<file path="config.mk">
export PLATFORM = sky130hd
export DESIGN_NAME = bhist_ctrl
export DESIGN_NICKNAME = d
export VERILOG_FILES = /design/src/hw/rtl/bhist_pkg.sv /design/src/hw/rtl/bhist_ctrl.sv
export SDC_FILE = /design/constraint.sdc
export NUM_CORES = 1
export LEC_CHECK = 0
export BUFFER_PORTS_ARGS = -buffer_cell sky130_fd_sc_hd__buf_4
export CAP_MARGIN = 20
export CELL_PAD_IN_SITES_DETAIL_PLACEMENT = 2
export CELL_PAD_IN_SITES_GLOBAL_PLACEMENT = 2
export CORE_MARGIN = 8
export CORE_UTILIZATION = 26
export CTS_CLUSTER_DIAMETER = 30
export CTS_CLUSTER_SIZE = 40
export DETAILED_ROUTE_END_ITERATION = 10
export PLACE_DENSITY_LB_ADDON = 0.1
export REMOVE_ABC_BUFFERS = 1
export SLEW_MARGIN = 15
export SYNTH_ARGS = -nofsm -noshare
export SYNTH_HDL_FRONTEND = slang
export SYNTH_SLANG_ARGS = --single-unit
</file>
<file path="constraint.sdc">
create_clock -name i_clk -period 1.7 [get_ports i_clk]
set_clock_uncertainty 0.15 [all_clocks]
set_input_delay 0 -clock i_clk [delete_from_list [all_inputs] [get_ports i_clk]]
set_output_delay 0 -clock i_clk [all_outputs]
set_load 0.05 [all_outputs]
</file>
<file path="src/hw/rtl/bhist_pkg.sv">
`default_nettype none

package bhist_pkg;

    localparam int NUM_BINS   = 256;
    localparam int BIN_W      = 8;
    localparam int FRAC_W     = 17;
    localparam int FRAC_BITS  = 16;
    localparam int LEVEL_W    = 32;
    localparam int STEP_W     = 31;
    localparam int STATUS_W   = 3;
    localparam int CMD_W      = 2;
    localparam int CFG_IDX_W  = 2;
    localparam int MUL_CNT_W  = 4;
    localparam int LVL_PROD_W = BIN_W + STEP_W;
    localparam int LVL_SUM_W  = LVL_PROD_W + 2;

    localparam logic [BIN_W-1:0]     TOP_BIN  = 8'd255;
    localparam logic [MUL_CNT_W-1:0] MUL_LAST = 4'd15;

    localparam logic signed [LVL_SUM_W-1:0] LVL_SUM_MAX = 41'sd2147483647;
    localparam logic signed [LVL_SUM_W-1:0] LVL_SUM_MIN = -41'sd2147483648;
    localparam logic signed [LEVEL_W-1:0]   LEVEL_MAX   = 32'sh7FFF_FFFF;
    localparam logic signed [LEVEL_W-1:0]   LEVEL_MIN   = 32'sh8000_0000;

    typedef enum logic [CMD_W-1:0] {
        CMD_CLEAR  = 2'd0,
        CMD_SAMPLE = 2'd1,
        CMD_QUERY  = 2'd2
    } t_command;

    typedef enum logic [STATUS_W-1:0] {
        ST_FOUND       = 3'd0,
        ST_EMPTY       = 3'd1,
        ST_FRAC_ZERO   = 3'd2,
        ST_FRAC_ONE    = 3'd3,
        ST_NOT_REACHED = 3'd4
    } t_status;

    typedef enum logic [CFG_IDX_W-1:0] {
        CFG_LEVEL_BASE  = 2'd0,
        CFG_LEVEL_STEP  = 2'd1,
        CFG_MAP_MINIMUM = 2'd2,
        CFG_MAP_MAXIMUM = 2'd3
    } t_cfg_index;

    typedef struct packed {
        logic    item_load;
        logic    clear_all;
        logic    smp_read;
        logic    smp_write;
        logic    mul_init;
        logic    mul_step;
        logic    walk_init;
        logic    walk_step;
        logic    lvl_mul;
        logic    lvl_add;
        logic    out_load;
        t_status out_status;
    } t_dp_cmd;

    typedef struct packed {
        logic total_zero;
        logic frac_zero;
        logic frac_ge_one;
        logic hit;
        logic walk_end;
        logic out_free;
    } t_dp_sts;

endpackage

`default_nettype wire

</file>
<file path="src/hw/rtl/bhist_ctrl.sv">
`default_nettype none

module bhist_ctrl (
    input  wire                          i_clk,
    input  wire                          i_rst_n,
    input  wire                          i_in_valid,
    output logic                         o_in_ready,
    input  wire [bhist_pkg::CMD_W-1:0]   i_command,
    input  wire bhist_pkg::t_dp_sts      i_sts,
    output bhist_pkg::t_dp_cmd           o_cmd
);

    typedef enum logic [3:0] {
        S_IDLE,
        S_CLEAR,
        S_SMP_RD,
        S_SMP_WR,
        S_QCHK,
        S_MUL,
        S_TGT,
        S_WALK,
        S_LVL_MUL,
        S_LVL_ADD,
        S_OUT
    } t_state;

    t_state                          r_state;
    logic [bhist_pkg::MUL_CNT_W-1:0] r_mul_cnt;
    bhist_pkg::t_status              r_status;

    assign o_in_ready = i_rst_n && (r_state == S_IDLE);

    always_comb begin
        o_cmd            = '0;
        o_cmd.out_status = r_status;
        unique case (r_state)
            S_IDLE:    o_cmd.item_load = i_in_valid;
            S_CLEAR:   o_cmd.clear_all = 1'b1;
            S_SMP_RD:  o_cmd.smp_read  = 1'b1;
            S_SMP_WR:  o_cmd.smp_write = 1'b1;
            S_QCHK:    o_cmd.mul_init  = !(i_sts.total_zero || i_sts.frac_zero ||
                                           i_sts.frac_ge_one);
            S_MUL:     o_cmd.mul_step  = 1'b1;
            S_TGT:     o_cmd.walk_init = 1'b1;
            S_WALK:    o_cmd.walk_step = 1'b1;
            S_LVL_MUL: o_cmd.lvl_mul   = 1'b1;
            S_LVL_ADD: o_cmd.lvl_add   = 1'b1;
            S_OUT:     o_cmd.out_load  = i_sts.out_free;
            default:   ;
        endcase
    end

    always_ff @(posedge i_clk) begin
        if (!i_rst_n) begin
            r_state   <= S_IDLE;
            r_mul_cnt <= '0;
            r_status  <= bhist_pkg::ST_FOUND;
        end else begin
            unique case (r_state)
                S_IDLE: begin
                    if (i_in_valid) begin
                        unique case (bhist_pkg::t_command'(i_command))
                            bhist_pkg::CMD_CLEAR:  r_state <= S_CLEAR;
                            bhist_pkg::CMD_SAMPLE: r_state <= S_SMP_RD;
                            bhist_pkg::CMD_QUERY:  r_state <= S_QCHK;
                            default:               r_state <= S_IDLE;
                        endcase
                    end
                end
                S_CLEAR:  r_state <= S_IDLE;
                S_SMP_RD: r_state <= S_SMP_WR;
                S_SMP_WR: r_state <= S_IDLE;
                S_QCHK: begin
                    priority if (i_sts.total_zero) begin
                        r_status <= bhist_pkg::ST_EMPTY;
                        r_state  <= S_OUT;
                    end else if (i_sts.frac_zero) begin
                        r_status <= bhist_pkg::ST_FRAC_ZERO;
                        r_state  <= S_OUT;
                    end else if (i_sts.frac_ge_one) begin
                        r_status <= bhist_pkg::ST_FRAC_ONE;
                        r_state  <= S_OUT;
                    end else begin
                        r_mul_cnt <= '0;
                        r_state   <= S_MUL;
                    end
                end
                S_MUL: begin
                    r_mul_cnt <= r_mul_cnt + 1'b1;
                    if (r_mul_cnt == bhist_pkg::MUL_LAST) begin
                        r_state <= S_TGT;
                    end
                end
                S_TGT: r_state <= S_WALK;
                S_WALK: begin
                    priority if (i_sts.hit) begin
                        r_state <= S_LVL_MUL;
                    end else if (i_sts.walk_end) begin
                        r_status <= bhist_pkg::ST_NOT_REACHED;
                        r_state  <= S_OUT;
                    end else begin
                        r_state <= S_WALK;
                    end
                end
                S_LVL_MUL: r_state <= S_LVL_ADD;
                S_LVL_ADD: begin
                    r_status <= bhist_pkg::ST_FOUND;
                    r_state  <= S_OUT;
                end
                S_OUT: begin
                    if (i_sts.out_free) begin
                        r_state <= S_IDLE;
                    end
                end
                default: r_state <= S_IDLE;
            endcase
        end
    end

endmodule

`default_nettype wire

</file>
==> key figures, run 1 <==
Outcome
  • Status: finished clean

Logic synthesis
  • Post-Synthesis Cell Area: 783 um^2
  • Register area share after synthesis: 0.281
  • Dominant synthesized flop cell: dfxtp_1
  • Top cell type's share of synthesized area: 0.281
  • Post-synth EDFFs: 0
  • Post-Synthesis Cells: 101
  • Cell taking the most area after synthesis: dfxtp_1
  • Ys async rst share: 0
  • Avg Cell Area, Syn: 7.75 um^2
  • Warnings from Yosys: 0
  • Yosys cell types: 39
  • Largest cells by area after synthesis: dfxtp_1 28%, nand3_1 4.5%, mux2i_1 3.8%
  • #FFs+latches synth: 11

Clock network
  • Worst-Skew Late Latency: 290 ps
  • CTS tree: built
  • Inserted Clock Buffers: 3
  • Clock Root Buffer: clkbuf_4
  • Clock buffer depth: 2
  • H-tree depth: 1
  • Clock-pin slew on the worst setup and hold paths: 90 ps
  • Total clock sinks: 11

Route
  • Wire per inst: 18.0 um
  • Drt first-iter violations: 21
  • Length of routed wiring on met1: 1.38 mm
  • Routed met2 length: 1.66 mm
  • Routed WL: 3.15 mm
  • Via/cell ratio: 5.18
  • Top Layer Used: met4
  • DRC viols: 0
  • Metal3 WL: 58 um
  • Drt first pass iters: 6
  • Antenna Nets Post-Route: 0
  • Total number of vias: 906

Floorplan
  • Die height: 70.9 um
  • Row count: 20
  • Core ar.: 2950 um^2
  • DIE AREA: 5020 um^2
  • Starting Density: 0.265
  • Chip Width: 70.9 um
  • Io pins: 26

STA
  • Setup WS post-layout: 64.0 ps
  • Unrepaired setup endpoints after global routing: yes
  • Fmax: 0.611 GHz
  • Pins Over Slew Limit: 0
  • Max_slew headroom: 0.796
  • Setup violators final: 0
  • Final worst-path cycle share: 0.962
  • Final min period: 1640 ps
  • Least-Margin Pin Slew: 304 ps
  • Hold Violations, Final: 0

GRT
  • First-pass GRT wire length: 5.15 mm
  • Vias in the first global route: 1008
  • Aggregate global-route resource usage: 0.130
  • Pin count of the biggest net entering global routing: 18
  • Grt total ovfl: 0
  • Initial antenna violation count: 0

Worst setup path
  • Top cell by count, worst path: buf_4
  • Slowest-stage cell, CP: dfxtp_4
  • CP delay by family, top: buffers and inverters
  • Worst Path Arrival: 1490 ps
  • Critical path buffer and inverter count: 3
  • Worst Path Max Fanout: 7
  • CP max stage delay: 380 ps
  • CP cell instances: buf_4, nand2b_1, buf_4, nor3_1, buf_4
  • Worst setup path category: reg -> out
  • Worst setup SP type: flip-flop
  • Setup crit end kind: primary output
  • Worst EP required: 1550 ps

Run
  • Total of max-cap violations: 0

Placement
  • Hpwl dp: 2.25 mm
  • Post-Place Cells: 161
  • Worst slack, placed: -11.9 ps
  • Routability congestion estimate: 0.779
  • DP Area: 1040 um^2
  • # port buffers: 25

Power and ir drop
  • Worst vdd ir: 0.327 mV
  • Power Density: 813 nW/um^2
  • Leakage: 0.000547 uW

Final layout
  • Share of post-route cells with drive strength above 1: 0.408
  • Final Util: 0.418
  • Design area: 1230 um^2
  • Final cell count without fillers: 175
  • Most frequent cells in the layout: 34 x buf_4, 8 x dlygate4sd3_1, 7 x inv_1, 7 x nand2_1, 7 x dfxtp_1
  • Synth-to-layout area growth: 57.5%
  • N_diodes: 0
  • Post-layout nets: 155
  • Most common cell after layout, fill and taps aside: buf_4

Min path
  • Hold WC Path Type: in -> reg
## routing by layer
metal	vias to the layer above	global-route usage
li1	443	-
met1	442	0.146
met2	16	0.237
met3	5	0.0184
met4	0	0.0554
met5	-	0
## logic make-up after synthesis
logic type,after synthesis,share of synthesized area
AND/OR/NAND/NOR,49,0.364
AO/OA/AOI/OAI,19,0.185
flip-flops,11,0.281
XOR/XNOR,2,0.0224
multiplexers,3,0.0383
buffers and inverters,16,0.0927
adder cells (fa/ha/maj),1,0.0160
## per-stage QoR
stage / setup TNS [ps] / hold WS (ps) / total power (uW)
2_1_floorplan: -1310 / -21.8 / 566
3_3_place_gp: 0 / 152 / 746
3_5_place_dp: -21.7 / 161 / 756
4_1_cts: 0 / 87.1 / 975
5_1_grt: -45.7 / 116 / 1060
6_report: 0 / 88.2 / 1000
## cells in the mapped netlist (2+ instances only)
| cell type | count |
|---|---|
| clkbuf_1 | 2 |
| xor2_1 | 2 |
| buf_2 | 4 |
| nand2_1 | 7 |
| nor3_1 | 5 |
| buf_4 | 2 |
| mux2i_1 | 3 |
| o21ai_0 | 4 |
| dfxtp_1 | 11 |
| and3_1 | 2 |
| nand4_1 | 2 |
| nand2b_1 | 4 |
| nand3_1 | 7 |
| nor4_1 | 2 |
| a22oi_1 | 2 |
| o2111ai_1 | 3 |
| nor2_1 | 6 |
| nor2b_1 | 4 |
| inv_1 | 8 |
| or3_1 | 2 |
## final timing paths
check / to / cells after the start / start / slack (ps)
setup reg to reg: r_state[1]$_SDFFE_PN0P_ / 6 / r_state[3]$_SDFFE_PN0P_ / 90
setup / recovery: o_cmd[11] / 5 / r_state[0]$_SDFFE_PN0P_ / 60
hold reg to reg: r_status[2]$_SDFFE_PN0P_ / 2 / r_status[2]$_SDFFE_PN0P_ / 300
hold / removal: r_state[1]$_SDFFE_PN0P_ / 5 / i_command[0] / 90
## sequential cells by signal (all words and copies together), names as in the netlist
| name | cells |
|---|---|
| r_mul_cnt | 4 |
| r_state | 4 |
| r_status | 3 |
## tightest hold or removal path: stages
cell and delay, ps:
buf_4 120, nand2b_1 60, o21ai_0 100, o2111ai_1 130, a31oi_1 90
## repair_timing
item                                   in CTS  in global routing
buffers inserted                            1                  1
pin swaps                                   0                  2
setup endpoints to repair                  14                 11
endpoints found under the hold margin      11                  0
hold buffers                                8                  0
resized for setup                           7                 13
## power breakdown
part           total (uW)  internal [uW]  switching [uW]
sequential            329            282            46.9
combinational         473            202             271
clock                 201           91.1             110
total                1000            575             428
## cell type report
class                           instances  area (um^2)
Fill cell                             346         1720
Timing Repair Buffer                   45          373
Inverter                                8         30.0
Multi-Input combinational cell         74          531
Tap cell                               33         41.3
Clock buffer                            4         26.3
Sequential cell                        11          233
Power figures use the tool's default switching activity.
==> run 2: changes to the inputs <==
--- a/config.mk
+++ b/config.mk
@@ -6,10 +6,10 @@
 export NUM_CORES = 1
 export LEC_CHECK = 0
-export BUFFER_PORTS_ARGS = -buffer_cell sky130_fd_sc_hd__buf_4
+export BUFFER_PORTS_ARGS = -buffer_cell sky130_fd_sc_hd__buf_2
 export CAP_MARGIN = 20
 export CELL_PAD_IN_SITES_DETAIL_PLACEMENT = 2
 export CELL_PAD_IN_SITES_GLOBAL_PLACEMENT = 2
 export CORE_MARGIN = 8
-export CORE_UTILIZATION = 26
+export CORE_UTILIZATION = 24
 export CTS_CLUSTER_DIAMETER = 30
 export CTS_CLUSTER_SIZE = 40
==> constraint.sdc (replaced) <==
create_clock -name i_clk -period 1.3 [get_ports i_clk]
set_clock_uncertainty 0.15 [all_clocks]
set_input_delay 0 -clock i_clk [delete_from_list [all_inputs] [get_ports i_clk]]
set_output_delay 0 -clock i_clk [all_outputs]
set_load 0.005 [all_outputs]
==> run 2 against run 1 <==
Effect of this change: die area increased by 6.4%; critical endpoint is now r_state[1]$_SDFFE_PN0P_; via count increased by 13%; clock power increased by 34%; global-route usage increased by 2.1 points; sequential share of layout area decreased by 3.1 points; setup slack got worse by 430 ps; routed wire length increased by 31%; utilization increased by 6.8 points; the run now ends with negative setup slack left.
==> key figures, run 2 (synthesized netlist as in run 1, its figures left out) <==
Worst setup path
  • Setup crit end kind: flip-flop
  • Worst Path Arrival: 1740 ps (+250 ps)
  • Worst setup SP type: flip-flop
  • Worst Path Max Fanout: 5 (-2)
  • R2R cell count: 6 (unchanged)
  • Worst setup path category: reg -> reg
  • Worst EP required: 1370 ps (-180 ps)

Route
  • Wire per inst: 20.1 um (+12%)
  • Drt first pass iters: 4 (-2)
  • Drt first-iter violations: 20 (-4.8%)
  • Total number of vias: 1028 (+13%)
  • DRC viols: 0 (unchanged)
  • Routed WL: 4.13 mm (+31%)
  • Antenna Nets Post-Route: 0 (unchanged)
  • Via/cell ratio: 5.01 (-3.1%)

Outcome
  • Status: finished with violations
  • Failing checks: negative setup slack

Final layout
  • Share of post-route cells with drive strength above 1: 0.584 (+0.175)
  • Design area: 1500 um^2 (+21%)
  • Most frequent cells in the layout: 21 x buf_2, 21 x buf_4, 15 x buf_6, 7 x dfxtp_1, 6 x inv_1
  • Fillcell total: 343 (-0.87%)
  • Final cell count without fillers: 205 (+17%)
  • N_diodes: 0 (unchanged)
  • Post-layout nets: 174 (+12%)
  • Synth-to-layout area growth: 90.9%
  • Biggest regs: r_mul_cnt (4), r_state (4), r_status (3)

GRT
  • Pin count of the biggest net entering global routing: 15 (-3)
  • Initial antenna violation count: 0 (unchanged)
  • Aggregate global-route resource usage: 0.151 (+0.0207)
  • First-pass GRT wire length: 6.27 mm (+22%)
  • Vias in the first global route: 1187 (+18%)
  • Grt total ovfl: 0 (unchanged)

Clock network
  • Worst-Skew Late Latency: 290 ps (about the same)
  • CTS tree: built
  • H-tree depth: 1 (unchanged)
  • Inserted Clock Buffers: 3 (unchanged)
  • Clock Root Buffer: clkbuf_4
  • Clock-pin slew on the worst setup and hold paths: 90 ps (about the same)
  • Total clock sinks: 11 (unchanged)
  • Clock buffer depth: 2 (unchanged)

Power and ir drop
  • Seq pwr share: 0.310 (-0.018)
  • Leakage: 0.000666 uW (+22%)
  • NetSw: 518 uW (+21%)
  • Worst vdd ir: 0.605 mV (+85%)
  • Logic pwr share: 0.496 (+0.024)
  • Switching part of the total power: 0.374 (-0.0522)
  • Power Density: 926 nW/um^2 (+14%)
  • Clock power frac: 0.195 (-0.005)
  • P_int: 867 uW (+51%)

Placement
  • Worst slack, placed: -332 ps (-320 ps)
  • Post-Place Cells: 187 (+16%)
  • Hpwl dp: 2.73 mm (+21%)
  • # port buffers: 25 (unchanged)
  • Routability congestion estimate: 0.851 (+9.3%)
  • DP Area: 1110 um^2 (+6.1%)

Floorplan
  • DIE AREA: 5350 um^2 (+6.4%)
  • Row count: 20 (unchanged)
  • Die height: 73.1 um (+3.2%)
  • Starting Density: 0.254 (-0.0108)
  • Chip Width: 73.1 um (+3.2%)
  • Io pins: 26 (unchanged)
  • Core ar.: 3080 um^2 (+4.2%)

STA
  • Final min period: 1670 ps
  • Setup WS post-layout: -366 ps (-430 ps)
  • Least-Margin Pin Slew: 343 ps (+39.0 ps)
  • Setup violators final: 23 (+23)
  • Final TNS setup: -5190 ps (-5190 ps)
  • Pins Over Slew Limit: 0 (unchanged)
  • Hold Violations, Final: 0 (unchanged)
  • Max_slew headroom: 0.768 (-0.0276)
  • Unrepaired setup endpoints after global routing: yes
  • Final worst-path cycle share: 1.28
  • Fmax: 0.600 GHz

Run
  • Total of max-cap violations: 0 (unchanged)

Min path
  • Hold Crit Depth: 4 (-1)
  • Hold WC Path Type: in -> reg
[run 2: cell types whose count changed in the layout (fill, tap and decap cells not counted), moves of 3 or more]
cell           previous run  this run
nor3_1                    4         0
buf_4                    34        21
buf_2                     0        21
o21ai_0                   4         1
o21ai_1                   0         3
dlygate4sd3_1             8         5
buf_6                     2        15
nor3_2                    0         4
[run 2: critical path, cell delays in order (launching register included)]
cell      delay, ps
dfxtp_4         410
buf_6           120
buf_6           100
nor4bb_1        300
a221o_1         240
a22oi_1         110
a31oi_1         160
[run 2: power groups by stage]
stage	Sequential [uW]	Clock [uW]	Combinational, uW
5_1_grt	434	290	735
4_1_cts	419	258	577
2_1_floorplan	423	0	175
3_3_place_gp	415	0	428
6_report	429	269	687
3_5_place_dp	418	0	442
[run 2: worst paths after layout]
kind	endpoint	startpoint	slack, ps
max	r_state[1]$_SDFFE_PN0P_	r_state[3]$_SDFFE_PN0P_	-370
min reg2reg	r_status[0]$_SDFFE_PN0P_	r_status[0]$_SDFFE_PN0P_	330
max reg2reg	r_state[1]$_SDFFE_PN0P_	r_state[3]$_SDFFE_PN0P_	-370
min	r_status[2]$_SDFFE_PN0P_	i_rst_n	40
[run 2: per-layer routing]
layer,share of wire,track usage,vias up
li1,-,-,483
met1,0.39,0.160,503
met2,0.53,0.285,31
met3,0.056,0.0453,11
met4,0.019,0.0244,0
met5,0,0,-
[run 2: what timing repair did]
action / in CTS / in global routing
cloned: 0 / 0
hold endpoints to repair: 4 / 0
pin swaps: 9 / 6
hold buffers: 5 / 0
setup endpoints to repair: 23 / 23
setup buffers: 5 / 5
gates resized for setup: 43 / 15
[run 2: area by class of cell]
class	instances	area, um^2	area share
repair buffers	64	517	0.346
clock buffers	4	26.3	0.0176
well taps	44	55.1	0.0368
multi-input cells	74	632	0.423
flip-flops and latches	11	235	0.157
inverters	8	30.0	0.0201
[run 2: metrics by stage]
step	hold WS [ps]	utilization	total power (uW)
6_report	38.8	0.486	1390
5_1_grt	45.7	0.486	1460
4_1_cts	26.4	0.453	1250
3_5_place_dp	168	0.360	860
3_3_place_gp	149	0.360	843
2_1_floorplan	-73.1	-	598
